[config.mk]
export PLATFORM = sky130hd
export DESIGN_NAME = lsap_divider
export DESIGN_NICKNAME = d
export VERILOG_FILES = /design/src/hdl/lsap_pkg.sv /design/src/hdl/lsap_divider.sv
export SDC_FILE = /design/constraint.sdc
export NUM_CORES = 1
export LEC_CHECK = 0
export BUFFER_PORTS_ARGS = -buffer_cell sky130_fd_sc_hd__buf_2
export CORE_MARGIN = 2
export CORE_UTILIZATION = 52
export CTS_BUF_LIST = sky130_fd_sc_hd__clkbuf_8
export DETAILED_ROUTE_END_ITERATION = 10
export PLACE_DENSITY = 0.86
export SYNTH_ARGS = -nofsm -noshare
export SYNTH_HDL_FRONTEND = slang
export SYNTH_SLANG_ARGS = --single-unit
[constraint.sdc]
create_clock -name clk -period 2.3 [get_ports clk]
set_clock_uncertainty 0.1 [all_clocks]
set_input_delay 0.46 -clock clk [delete_from_list [all_inputs] [get_ports clk]]
set_output_delay 0.46 -clock clk [all_outputs]
set_load 0.02 [all_outputs]
[src/hdl/lsap_pkg.sv]
`timescale 1ns / 1ps

package lsap_pkg;

	// one input item
	typedef struct packed {
		logic [1:0]        op;
		logic [6:0]        index;
		logic signed [15:0] value;
		logic              last;
	} in_item_t;

	// one result item
	typedef struct packed {
		logic [15:0] prior;
		logic [5:0]  action_number;
		logic        final_res;
	} out_item_t;

	localparam logic [1:0] OP_WEIGHT = 2'd0;
	localparam logic [1:0] OP_STATE  = 2'd1;
	localparam logic [1:0] OP_ACTION = 2'd2;

	localparam logic REG_BIAS = 1'b0;
	localparam logic REG_INV_TEMP = 1'b1;

	localparam logic signed [31:0] BIAS_RESET = 32'sd0;
	localparam logic [15:0] INV_TEMP_RESET = 16'd256;
	localparam logic signed [31:0] LOGIT_MIN = 32'sh8000_0000;
	localparam logic [15:0] PRIOR_ONE = 16'hFFFF;

	// divider numerator width: (e << 16) + sum / 2 stays below 2^33
	localparam int NUM_W = 34;

	// exp(-k) for the integer part, Q1.16
	function automatic logic [16:0] exp_int(input logic [3:0] k);
		logic [16:0] r;
		case (k)
			4'd0: r = 17'd65536;
			4'd1: r = 17'd24109;
			4'd2: r = 17'd8869;
			4'd3: r = 17'd3263;
			4'd4: r = 17'd1200;
			4'd5: r = 17'd442;
			4'd6: r = 17'd162;
			4'd7: r = 17'd60;
			4'd8: r = 17'd22;
			4'd9: r = 17'd8;
			4'd10: r = 17'd3;
			4'd11: r = 17'd1;
			default: r = 17'd0;
		endcase
		return r;
	endfunction

	// exp of the top fraction nibble
	function automatic logic [16:0] exp_hi(input logic [3:0] f);
		logic [16:0] r;
		case (f)
			4'd0: r = 17'd65536;
			4'd1: r = 17'd61565;
			4'd2: r = 17'd57835;
			4'd3: r = 17'd54331;
			4'd4: r = 17'd51039;
			4'd5: r = 17'd47947;
			4'd6: r = 17'd45042;
			4'd7: r = 17'd42313;
			4'd8: r = 17'd39750;
			4'd9: r = 17'd37341;
			4'd10: r = 17'd35079;
			4'd11: r = 17'd32954;
			4'd12: r = 17'd30957;
			4'd13: r = 17'd29081;
			4'd14: r = 17'd27319;
			default: r = 17'd25664;
		endcase
		return r;
	endfunction

	// exp of the second fraction nibble
	function automatic logic [16:0] exp_lo(input logic [3:0] f);
		logic [16:0] r;
		case (f)
			4'd0: r = 17'd65536;
			4'd1: r = 17'd65280;
			4'd2: r = 17'd65026;
			4'd3: r = 17'd64772;
			4'd4: r = 17'd64520;
			4'd5: r = 17'd64268;
			4'd6: r = 17'd64018;
			4'd7: r = 17'd63768;
			4'd8: r = 17'd63520;
			4'd9: r = 17'd63272;
			4'd10: r = 17'd63025;
			4'd11: r = 17'd62780;
			4'd12: r = 17'd62535;
			4'd13: r = 17'd62291;
			4'd14: r = 17'd62048;
			default: r = 17'd61806;
		endcase
		return r;
	endfunction

endpackage

[src/hdl/lsap_divider.sv]
`timescale 1ns / 1ps

module lsap_divider #(
	parameter int NW = 34,
	parameter int DW = 23
) (
	input  logic          clk,
	input  logic          arst_n,
	input  logic          start,
	input  logic [NW-1:0] num,
	input  logic [DW-1:0] den,
	output logic          done,
	output logic [NW-1:0] quo
);
	import lsap_pkg::*;

	localparam int CW = $clog2(NW + 1);

	logic [CW-1:0] cnt_q;
	logic [NW-1:0] num_q;
	logic [DW-1:0] den_q;
	logic [DW-1:0] rem_q;
	logic          done_q;
	logic [DW:0]   rem_sh;
	logic          ge;

	assign rem_sh = {rem_q, num_q[NW-1]};
	assign ge = rem_sh >= {1'b0, den_q};

	// one quotient bit per cycle, shifted into the numerator register
	always_ff @(posedge clk or negedge arst_n) begin
		if (!arst_n) begin
			cnt_q <= '0;
			done_q <= 1'b0;
		end else begin
			done_q <= 1'b0;
			if (start) begin
				cnt_q <= CW'(NW);
			end else if (cnt_q != '0) begin
				cnt_q <= cnt_q - 1'b1;
				if (cnt_q == CW'(1)) done_q <= 1'b1;
			end
		end
	end

	always_ff @(posedge clk) begin
		if (start) begin
			num_q <= num;
			den_q <= den;
			rem_q <= '0;
		end else if (cnt_q != '0) begin
			num_q <= {num_q[NW-2:0], ge};
			rem_q <= ge ? DW'(rem_sh - {1'b0, den_q}) : rem_sh[DW-1:0];
		end
	end

	assign done = done_q;
	assign quo = num_q;

endmodule
# After elaboration in Yosys (flattened, before gate mapping)
# Index checks and enable logic that the tools add are counted.
# classes
n_addsub	2
eq_ne	1
reduce_logical	2
n_lt_le_gt_ge	1
mux	8
# op_table
operator	count
34-bit two-way mux	2
24-bit by 23-bit >= comparator with 1-bit output	1
23-bit two-way mux	1
23-bit subtractor	1
6-bit two-way mux	2
6-bit by 1-bit equality test with 1-bit output, second input constant	1
6-bit nonzero test	1
6-bit by 1-bit subtractor with 6-bit output, second input constant	1
1-bit two-way mux	3
2-bit nonzero test	1
# totals
output_inout_bits	35
wordCells	19
reg_bits	87
inputBits	60

# Logic depth before layout (Yosys ltp)
# logic_depth
word_depth	4
mapped_depth	12
depth_no_buf	11

# Worst setup path before layout
# No wires, ideal clock.
# synth_path
path_kind	register to register
start	reg num_q[33] (netlist: quo[33])
end	reg rem_q[10]
setup_time_ps	133
path_buffers	1
stages_incl_launch_ff	13
setup_slack_ps	-423
t_required_ps	2067
synth_period_minus_slack_ps	2723
arrival_ps	2491
cell_sequence	edfxtp_1 -> inv_1 -> ha_1 -> fa_1 -> nand2b_1 -> a21o_1 -> and2_1 -> a21o_1 -> a21oi_4 -> nor2_4 -> buf_2 -> a32oi_1 -> o21ai_1
# synth_via
elab_chain_cells	2
elab_cells_between_ends	3
classes_between	add/sub (1); order compare (1); mux (1)
# synth_lines
element	line_no	text
start, declared	lsap_divider.sv:20	logic [NW-1:0] num_q;
start signal, assigned	lsap_divider.sv:48	num_q <= num;
start signal, assigned	lsap_divider.sv:52	num_q <= {num_q[NW-2:0], ge};
23-bit subtractor or 24-bit by 23-bit >= comparator with 1-bit output (tied branches)	lsap_divider.sv:53, lsap_divider.sv:28	
23-bit two-way mux *	lsap_divider.sv:53	rem_q <= ge ? DW'(rem_sh - {1'b0, den_q}) : rem_sh[DW-1:0];
end signal, assigned	lsap_divider.sv:53	
end, declared	lsap_divider.sv:22	logic [DW-1:0] rem_q;
# Mark *: on every way between the ends. The rest lies on a longest branch, timed or not.
# A chain may end at the register's enable or synchronous reset.

# Final worst setup path
# layout_path
start	reg den_q[0]
end	reg rem_q[21]
# layout_via
elab_chain_cells	2
elab_cells_between_ends	3
classes_between	add/sub (1); order compare (1); mux (1)
# layout_lines
element	line_no	text
start, declared	lsap_divider.sv:21	logic [DW-1:0] den_q;
start signal, assigned	lsap_divider.sv:49	den_q <= den;
23-bit subtractor or 24-bit by 23-bit >= comparator with 1-bit output (tied branches)	lsap_divider.sv:53, lsap_divider.sv:28	
23-bit two-way mux *	lsap_divider.sv:53	
# Marks and branches as above.

==> out/qor.yml <==
worst_setup_path:
  critical_path.cell_chain: "ha_2 -> fa_2 -> nand2b_4 -> a21o_1 -> and2_4 -> a21o_1 -> a21oi_4 -> nor2_4 -> buf_6 -> a32oi_2 -> o21ai_1"
  path_max_fanout: 5
  reg2reg_from: "den_q[0]"
  worstPathRequired_ns: 2.44
  cp_common_cell: "a21o_1"
  crit_type: "reg2reg"
  crit_slowest_cell: "edfxtp_1"
  cp.arrival_ns: 2.82
  crit_family: "compound AO/OA/AOI/OAI gates"
  worstSetupStartpointType: "register"
  r2r_cells: 11
  crit_buf_inv: 1
  worstSetupEndpointType: "register"
  critPathLaunch: "den_q[0]"
  max_stage_delay_ns: 0.39
  path_depth: 11
sta:
  setup_viol: 24
  fin_crit_ns: 2.68
  fin_hold_ws_ns: 0.160
  period_share: 1.16
  worst_pin_slew_ns: 0.691
  slew_violations: 0
  tns_ns: -6.90
  clock.fmax_ghz: 0.374
  slew_headroom: 0.539
  rsz0062_at_grt: "true"
  hold_violations: 0
  layout_setup_ws_ns: -0.377
clock_network:
  clk_latency_ns: 0.37
  htreeDepth: 3
  cts_sinks: 87
  clk_pin_slew_ns: 0.09
  cts_tree: "yes"
  cts_buffer_depth: 2
  clock-root-buffer: "clkbuf_8"
  cts_buffers: 9
global_routing:
  grt_pass1_vias: 4086
  grt_max_degree: 35
  overflow: 0
  antenna_found_initial: 0
  grt_pass1_wl_um: 18900
  track_usage: 0.243
floorplan:
  core_area_mm2: 0.00872
  ios: 95
  die_area_mm2: 0.00973
  die_x_um: 98.6
  rows: 34
  die_y_um: 98.6
  start_util: 0.534
finish:
  nets: 677
  final_common_cell: "buf_2"
  drive_gt1_frac: 0.433
  area_delta_synth_final_pct: 32.4
  num_antenna_cells: 0
  most-common-layout-cells: "buf_2, buf_4, edfxtp_1"
  design_area_mm2: 0.00616
  post-route-util: 0.707
synthesis:
  syn_inst: 421
  yosysUniqueCellTypes: 55
  syn_nets: 507
  synth_edf_count: 57
  synthFlopType: "edfxtp_1"
  ys_async_sr_fraction: 0.0805
  synth_area_mm2: 0.00466
  ys_seq_area_frac: 0.504
  synth_warnings: 0
  syn_area_per_cell_um2: 11.1
  synth_seq_cells: 87
detailed_routing:
  wirelength_um: 12900
  ant_nets: 0
  drtIter0Drc: 465
  vias_per_cell: 5.94
  post_drt_wl_per_cell_um: 18.3
  drc: 0
  vias: 4182
  dr.pass1.iters: 7
power:
  comb_power_share: 0.518
  p_leak_nw: 2.81
  clkPwrFrac: 0.151
  p_per_area_mw_per_mm2: 1080
  internal_power_mw: 4.04
  sw_frac_of_total: 0.392
  switching_power_mw: 2.60
  ir_drop_mv: 0.598
  p_seq_frac: 0.331
worst_hold_path:
  holdCritPathClass: "in2reg"
  hp-start: "den[5]"
  hold-path-cell-count: 1
place:
  numPortBuffers: 94
  post-dp-hpwl_um: 8480
  placed_cell_area_mm2: 0.00575
  place.gp.congestion: 0.980
  place_ws_ns: -0.328
outcome:
  violations: "negative setup slack"
  status: "complete, but fails checks"
job:
  cap_violations: 0
==> Yosys cell counts (7+ instances only) <==
master	instances	share of area
a32oi_1	8	0.015
ha_1	25	0.067
dfxtp_1	23	0.099
and3_1	8	0.011
nor2_1	16	0.013
dfrtp_1	7	0.038
o21ai_0	8	0.0086
xnor2_1	14	0.026
mux2i_1	11	0.024
edfxtp_1	57	0.37
inv_1	29	0.023
o21ai_1	29	0.031
a21oi_1	29	0.031
nand2_1	34	0.027
mux2_2	33	0.080
==> state kept, by name (all words and copies together), names as in the netlist <==
name   cells
done       1
quo       34
cnt_q      6
den_q     23
rem_q     23
==> through the flow <==
stage,power (mW),cells
after floorplan,4.06,421
after global placement,5.03,679
after detailed placement,5.16,679
after CTS,6.28,700
after global routing,6.96,704
final,6.64,704
==> worst paths after layout <==
kind / slack (ns) / end
worst max-delay path: -0.38 / rem_q[21]
worst min-delay path: 0.16 / den_q[5]
worst max register to register: -0.38 / rem_q[21]
worst min register to register: 0.38 / rem_q[11]
max in group asynchronous: 1.59 / cnt_q[0]
min in group asynchronous: 0.35 / cnt_q[5]
==> power groups by stage <==
stage	Clock [mW]	Sequential (mW)	Combinational [mW]
6_report	1.00	2.20	3.44
5_1_grt	1.07	2.22	3.67
4_1_cts	1.02	2.17	3.09
3_5_place_dp	0	2.20	2.96
3_3_place_gp	0	2.19	2.85
2_1_floorplan	0	2.27	1.78
==> cell type report <==
type                            count  area (um2)
Clock buffer                        9         124
Clock inverter                      7        53.8
Fill cell                         583        2560
Inverter                           30         113
Multi-Input combinational cell    290        2290
Sequential cell                    87        2350
Tap cell                          108         135
Timing Repair Buffer              173        1100
==> logic make-up after synthesis <==
logic type | share of synthesized area
AOI/OAI and AO/OA | 0.148
xor gates and xnor gates | 0.0357
adders and majority gates | 0.0715
buffers and inverters | 0.0392
DFF | 0.504
muxes | 0.106
and+or+nand+nor | 0.0954
==> per-layer routing <==
metal,global-route usage,part of all wire
met2,0.431,0.51
met5,0,0
met3,0.0624,0.072
met4,0.0927,0.043
met1,0.284,0.38
==> timing repair <==
item / 4_1_cts / 5_1_grt
cloned: 0 / 0
hold buffers: 1 / 0
setup buffers: 4 / 4
resized for setup: 16 / 20
endpoints found under the hold margin: 7 / 0
endpoints found under the setup margin: 24 / 24
pin swaps: 8 / 10
(Power assumes the default switching activity.)
